===== config.mk =====
export PLATFORM = sky130hd
export DESIGN_NAME = fwwb_ram
export DESIGN_NICKNAME = d
export VERILOG_FILES = /design/src/rtl/core/fwwb_ram.sv
export SDC_FILE = /design/constraint.sdc
export NUM_CORES = 1
export LEC_CHECK = 0
export BUFFER_PORTS_ARGS = -buffer_cell sky130_fd_sc_hd__buf_2
export CAP_MARGIN = 20
export CORE_UTILIZATION = 30
export CTS_CLUSTER_DIAMETER = 60
export CTS_CLUSTER_SIZE = 14
export DETAILED_ROUTE_END_ITERATION = 10
export SETUP_SLACK_MARGIN = 0.05
export SLEW_MARGIN = 10
export SYNTH_ARGS = -nofsm -noshare
export SYNTH_HDL_FRONTEND = slang
export SYNTH_SLANG_ARGS = --single-unit

===== constraint.sdc =====
create_clock -name clk -period 2.1 [get_ports clk]
set_clock_uncertainty 0.15 [all_clocks]
set_input_delay 0.315 -clock clk [delete_from_list [all_inputs] [get_ports clk]]
set_output_delay 0.315 -clock clk [all_outputs]
set_load 0.005 [all_outputs]

===== src/rtl/core/fwwb_ram.sv =====
// generic simple dual-port ram, one write and one registered read port
// no dependencies

module fwwb_ram #(
  parameter int WIDTH = 8,
  parameter int DEPTH = 16
) (
  input  logic                     clk,
  input  logic                     we,
  input  logic [$clog2(DEPTH)-1:0] waddr,
  input  logic [WIDTH-1:0]         wdata,
  input  logic                     re,
  input  logic [$clog2(DEPTH)-1:0] raddr,
  output logic [WIDTH-1:0]         rdata
);

  logic [WIDTH-1:0] mem_r [DEPTH];
  logic [WIDTH-1:0] rdata_r;

  // write port
  always_ff @(posedge clk) begin
    if (we) begin
      mem_r[waddr] <= wdata;
    end
  end

  // read port, data holds while re is low
  always_ff @(posedge clk) begin
    if (re) begin
      rdata_r <= mem_r[raddr];
    end
  end

  assign rdata = rdata_r;

endmodule


==> results.toml, run 1 <==
[drt]
post_drt_via_cell_ratio = 4.76
dr_total_vias = 2488
drt_pre_antenna_iters = 4
drt_iter0_markers = 236
wl_per_cell_um = 19.9
ant_nets = 0
drt_wl_total_um = 10400
drc = 0

[yosys]
synth_compound_area_share_pct = 2.30
yosysTopAreaCell = "edfxtp_1"
synth_mux_area_share_pct = 14.8
syn_inst = 229
synth.distinct_cells = 18
synth-xor-area-share_pct = 0
synth_area_leaders = "edfxtp_1 (78%), mux4_2 (7.8%), mux4_1 (7.0%), a22oi_1 (2.3%), nor2_1 (0.93%)"
synth_area_per_cell_um2 = 22.8
syn_nets = 248
synthesis.area_um2 = 5230
yosysWarnings = 0
synthAdderAreaFrac_pct = 0
yosys_register_bits = 136
synth-simple-area-share_pct = 3.14
ys_seq_area_share_pct = 78.1
synth_top_area_share_pct = 78.1
synth_top_family_by_area = "multiplexers"

[floorplan]
io_pins = 27
row_count = 47
fp.dieH_um = 134
dieArea_um2 = 18000
core-area_um2 = 16800
start_util_pct = 31.1
dieWidth_um = 134

[cells_and_area]
area_delta_synth_final_pct = 21.2
finish.utilization_pct = 37.7
final_common_cell = "edfxtp_1"
nNetsFinal = 309
drive_gt1_share_pct = 31.0
mostFrequentLayoutCells = "edfxtp_1 (136), buf_2 (26), buf_4 (22)"
stdcell_area_um2 = 6340
antennaDiodeCount = 0

[worst_setup_path]
crit_fanout = 1
crit_start = "mem_r[3][6]"
worst_setup_path_start_kind = "flip-flop"
critPathArrivalTime_ns = 1.78
r2r-start = "mem_r[3][6]"
crit_path_end_kind = "flip-flop"
crit_required_ns = 2.11
crit_type = "reg -> reg"

[clock_tree]
clk_latency_ns = 0.41
clock-root-buffer = "clkbuf_16"
post_cts_resized = 0
cts_setup_buffers = 0
ctsHtreeMaxLevel = 4
cts_made_buffers = 17
clkSinkCount = 136
cts_hold_buf = 0
tritoncts = "yes"
clock_path_buffers = 2
path_clk_slew_ns = 0.05

[place]
gp_congestion = 0.676
post_dp_cell_area_um2 = 5790
place.port_buffers = 26
pre_cts_ws_ns = -0.0140
dp_hpwl_um = 7030

[sta]
slew_viol_final = 0
fin_crit_sh_pct = 84.1
finalHoldViolations = 0
fin_crit_ns = 1.77
fmax_ghz = 0.566
rsz0062_at_grt = "no"
setup_ws_ns = 0.333
setup_tns_ns = 0
finalSetupViolCount = 0
tightest_slew_ns = 0.407
slew_headroom_pct = 72.8

[min_path]
min_path_type = "in -> reg"
min_from = "re"

[job]
cap_violations = 0

[power]
power_density_nw_per_um2 = 963
p_leak_nw = 2.12
seqPwrFrac_pct = 50.4
swShare_pct = 19.7
internal-power_w = 0.00490
total_power_w = 0.00610
irDropWorstVdd_mv = 0.623
p_comb_share_pct = 4.9
clkPwrFrac_pct = 44.7
switchingPower_w = 0.00120

[global_route]
grt_first_pass_wirelength_um = 15800
grt_overflow_total = 0
grt_pass1_vias = 2637
antenna_found_initial = 0
grt_use_total_pct = 12.7
grt_max_degree = 17

[run_status]
status = "completed"
-- final cells by class --
| cell class | instances | area [µm²] |
|---|---|---|
| fillers | 1568 | 10500 |
| repair buffers | 52 | 375 |
| well taps | 220 | 275 |
| clock inverters | 13 | 111 |
| multi-input cells | 83 | 1060 |
| clock buffers | 19 | 433 |
| flip-flops and latches | 136 | 4080 |
-- power groups by stage --
stage               clock network (W)  logic [W]  registers [W]
floorplan                           0   0.000154        0.00313
global placement                    0   0.000301        0.00313
detailed placement                  0   0.000308        0.00313
CTS                           0.00279   0.000307        0.00307
global route                  0.00289   0.000327        0.00308
finish                        0.00273   0.000301        0.00307
-- worst max-delay path, cell delays in order (launching register included) --
cell and delay [ns]:
edfxtp_1 0.35, mux4_2 0.47, a22oi_1 0.32, buf_4 0.18
nand2_1 0.05
-- synth_stat cells (all sizes together) --
cell type and count:
nor2b 1, nand3 1, clkdlybuf4s25 3, buf 7
mux4 32, nand3b 2, and2b 1, edfxtp 136
nor3 4, nor2 13, or3b 1, a22oi 16
nand2b 2, nand2 9, and2 1
-- registers in the layout (all words and copies together) (netlist names) --
name,cells
mem_r,128
rdata,8
-- metal layers --
| layer | up-vias | wire length, µm | part of all wire [%] | track usage [%] |
|---|---|---|---|---|
| li1 | 1101 | - | - | - |
| met2 | 77 | 4830 | 46 | 18.6 |
| met5 | - | 0 | 0 | 0 |
| met1 | 1293 | 4730 | 45 | 17.4 |
| met3 | 17 | 659 | 6.3 | 3.44 |
| met4 | 0 | 190 | 1.8 | 6.31 |
-- stage by stage --
step / instances / hold slack [ns]
after CTS: 523 / 0.112
after detailed placement: 491 / 0.547
final: 523 / 0.125
after global routing: 523 / 0.115
after floorplan: 229 / 0.264
after global placement: 491 / 0.544
-- final timing paths --
| kind | cells after the start | end | slack [ns] |
|---|---|---|---|
| setup reg to reg | 4 | rdata[6] | 0.33 |
| hold / removal | 1 | rdata[0] | 0.13 |
| hold reg to reg | 3 | rdata[6] | 0.58 |
| setup / recovery | 4 | rdata[6] | 0.33 |
-- cells by family after synthesis --
kind of cell,count (synthesis)
AOI/OAI and AO/OA,16
buffers and inverters,10
DFF,136
muxes,32
and+or+nand+nor,35
Power figures use the tool's default switching activity.
==> inputs of run 2 (changes only) <==
--- a/config.mk
+++ b/config.mk
@@ -5,6 +5,7 @@
 export SDC_FILE = /design/constraint.sdc
 export NUM_CORES = 1
 export LEC_CHECK = 0
+export ABC_AREA = 1
 export BUFFER_PORTS_ARGS = -buffer_cell sky130_fd_sc_hd__buf_2
 export CAP_MARGIN = 20
 export CORE_UTILIZATION = 30
==> constraint.sdc (replaced) <==
create_clock -name clk -period 1.8 [get_ports clk]
set_clock_uncertainty 0.15 [all_clocks]
set_input_delay 0.27 -clock clk [delete_from_list [all_inputs] [get_ports clk]]
set_output_delay 0.27 -clock clk [all_outputs]
set_load 0.005 [all_outputs]
==> results.toml, run 2 <==
[run_status]
status = "completed"

[min_path]
min_path_type = "in -> reg"
whs_path_depth = 1
hold_path_end = "rdata[1]"
min_from = "re"

[sta]
setup_tns_ns = 0
slew_headroom_pct = 58.8
rsz0062_at_grt = "no"
tightest_slew_ns = 0.617
fin_crit_ns = 1.48
slew_viol_final = 0
fin_crit_sh_pct = 82.2
finalSetupViolCount = 0
finalHoldViolations = 0
fmax_ghz = 0.676

[yosys]
synth_top_area_share_pct = 69.8
synth-edff-count = 136
synth_common_cells = "nand2_1 (173), edfxtp_1 (136), inv_1 (100), nand3_1 (97), nor2_1 (17)"
synth_area_leaders = "edfxtp_1 (70%), nand2_1 (11%), nand3_1 (8.3%), inv_1 (6.4%), buf_6 (1.2%)"
post-synth-top-count-cell = "nand2_1"
yosysWarnings = 0
syn_nets = 570
synth.distinct_cells = 11
synthesis.area_um2 = 5850
synth_area_per_cell_um2 = 10.6
syn_inst = 551
yosysTopAreaCell = "edfxtp_1"
async_flop_share_pct = 0
ys_seq_area_share_pct = 69.8
synth_ff_type = "edfxtp_1"
yosys_register_bits = 136

[place]
gp_congestion = 0.785
dp_hpwl_um = 8100
post_dp_cell_area_um2 = 6390
dp.cells = 838
place.port_buffers = 26

[global_route]
grt_pass1_vias = 3720
grt_first_pass_wirelength_um = 20300
grt_overflow_total = 0
grt_use_total_pct = 14.0
antenna_found_initial = 0
grt_max_degree = 54

[drt]
wl_per_cell_um = 14.8
drt_pre_antenna_iters = 7
drt_wl_total_um = 12800
met3_length_um = 755
ant_nets = 0
drt_iter0_markers = 419
m1WireLength_um = 6060
dr_total_vias = 3838
top_layer = "met4"
dr_wl_met2_um = 5630
drc = 0
post_drt_via_cell_ratio = 4.42

[worst_setup_path]
slowest_stage = "edfxtp_1"
critPathTopFamily = "flip-flops"
path_buf_inv = 1
worst_setup_path_start_kind = "flip-flop"
crit_path_end_kind = "output pin"
crit_type = "reg -> out"
worstPathCellList = "buf_2"
crit_required_ns = 1.38
critPathArrivalTime_ns = 1.06
reg2regPathDepth = 6
r2r-end = "rdata[1]"
r2r-start = "mem_r[9][1]"
r2r_slack_ns = 0.54
slowest_delay_ns = 0.46
crit_fanout = 1

[floorplan]
start_util_pct = 30.9
fp.dieH_um = 142
core-area_um2 = 18900
dieWidth_um = 142
row_count = 50
io_pins = 27
dieArea_um2 = 20100

[clock_tree]
path_clk_slew_ns = 0.06
post_cts_resized = 0
clkSinkCount = 136
cts_made_buffers = 17
cts_setup_buffers = 0
ctsHtreeMaxLevel = 4
clock_path_buffers = 2
cts_hold_buf = 0
tritoncts = "yes"
clk_latency_ns = 0.42
clock-root-buffer = "clkbuf_16"

[power]
total_power_w = 0.00708
switchingPower_w = 0.00152
p_comb_share_pct = 6.1
p_leak_nw = 2.93
swShare_pct = 21.5
clkPwrFrac_pct = 43.2
seqPwrFrac_pct = 50.7
internal-power_w = 0.00556
power_density_nw_per_um2 = 1030
irDropWorstVdd_mv = 0.710

[cells_and_area]
antennaDiodeCount = 0
nNetsFinal = 616
final_common_cell = "nand2_1"
drive_gt1_share_pct = 12.0
regMostFlops = "mem_r"
largest_reg_flops = 128
layout.cells.non_filler = 868
mostFrequentLayoutCells = "nand2_1 (173), edfxtp_1 (136), inv_1 (100)"
area_delta_synth_final_pct = 17.8
finish.utilization_pct = 36.5
stdcell_area_um2 = 6890
fill_cells = 1917

[job]
cap_violations = 0
==> run 2: cell families (layout without fill, tap and decap cells) <==
logic type,Yosys count,in the layout,share of synthesized area (%)
buf+inv,126,183,9.39
flops,136,136,69.8
simple gates,289,289,20.8
==> run 2: cell type report <==
cell class	count	area (µm²)	area share [%]
Tap cell	260	325	4.72
Inverter	102	383	5.56
Timing Repair Buffer	51	380	5.52
Clock inverter	7	55.1	0.799
Clock buffer	23	448	6.50
Sequential cell	136	4080	59.3
Multi-Input combinational cell	289	1210	17.6
==> run 2: how the worst max path moves through the flow <==
stage / start / slack, ns / cells past startpoint / to
floorplan: waddr[2] / 0.43 / 2 / mem_r[10][0]
global placement: raddr[0] / 0.16 / 8 / rdata[1]
detailed placement: raddr[0] / 0.14 / 8 / rdata[1]
CTS: rdata[0] / 0.32 / 1 / rdata[0]
global route: rdata[0] / 0.31 / 1 / rdata[0]
finish: rdata[0] / 0.32 / 1 / rdata[0]
==> run 2: power by group through the flow <==
| stage | combinational (W) | clock [W] | sequential, W |
|---|---|---|---|
| after floorplan | 0.000250 | 0 | 0.00365 |
| after global placement | 0.000434 | 0 | 0.00365 |
| after detailed placement | 0.000437 | 0 | 0.00366 |
| after CTS | 0.000439 | 0.00310 | 0.00359 |
| after global routing | 0.000488 | 0.00321 | 0.00360 |
| final | 0.000433 | 0.00306 | 0.00359 |
==> run 2: metal layers <==
layer  GRT usage, %  vias up
met2           20.9      124
met5              0        -
met1           19.0     1819
met4           7.47        0
met3           2.97       24
li1               -     1871
==> run 2: per-stage QoR <==
step	worst slack (ns)	hold WS, ns
finish	0.321	0.0657
global route	0.309	0.0665
CTS	0.316	0.0510
detailed placement	0.138	0.499
global placement	0.157	0.499
floorplan	0.429	0.219
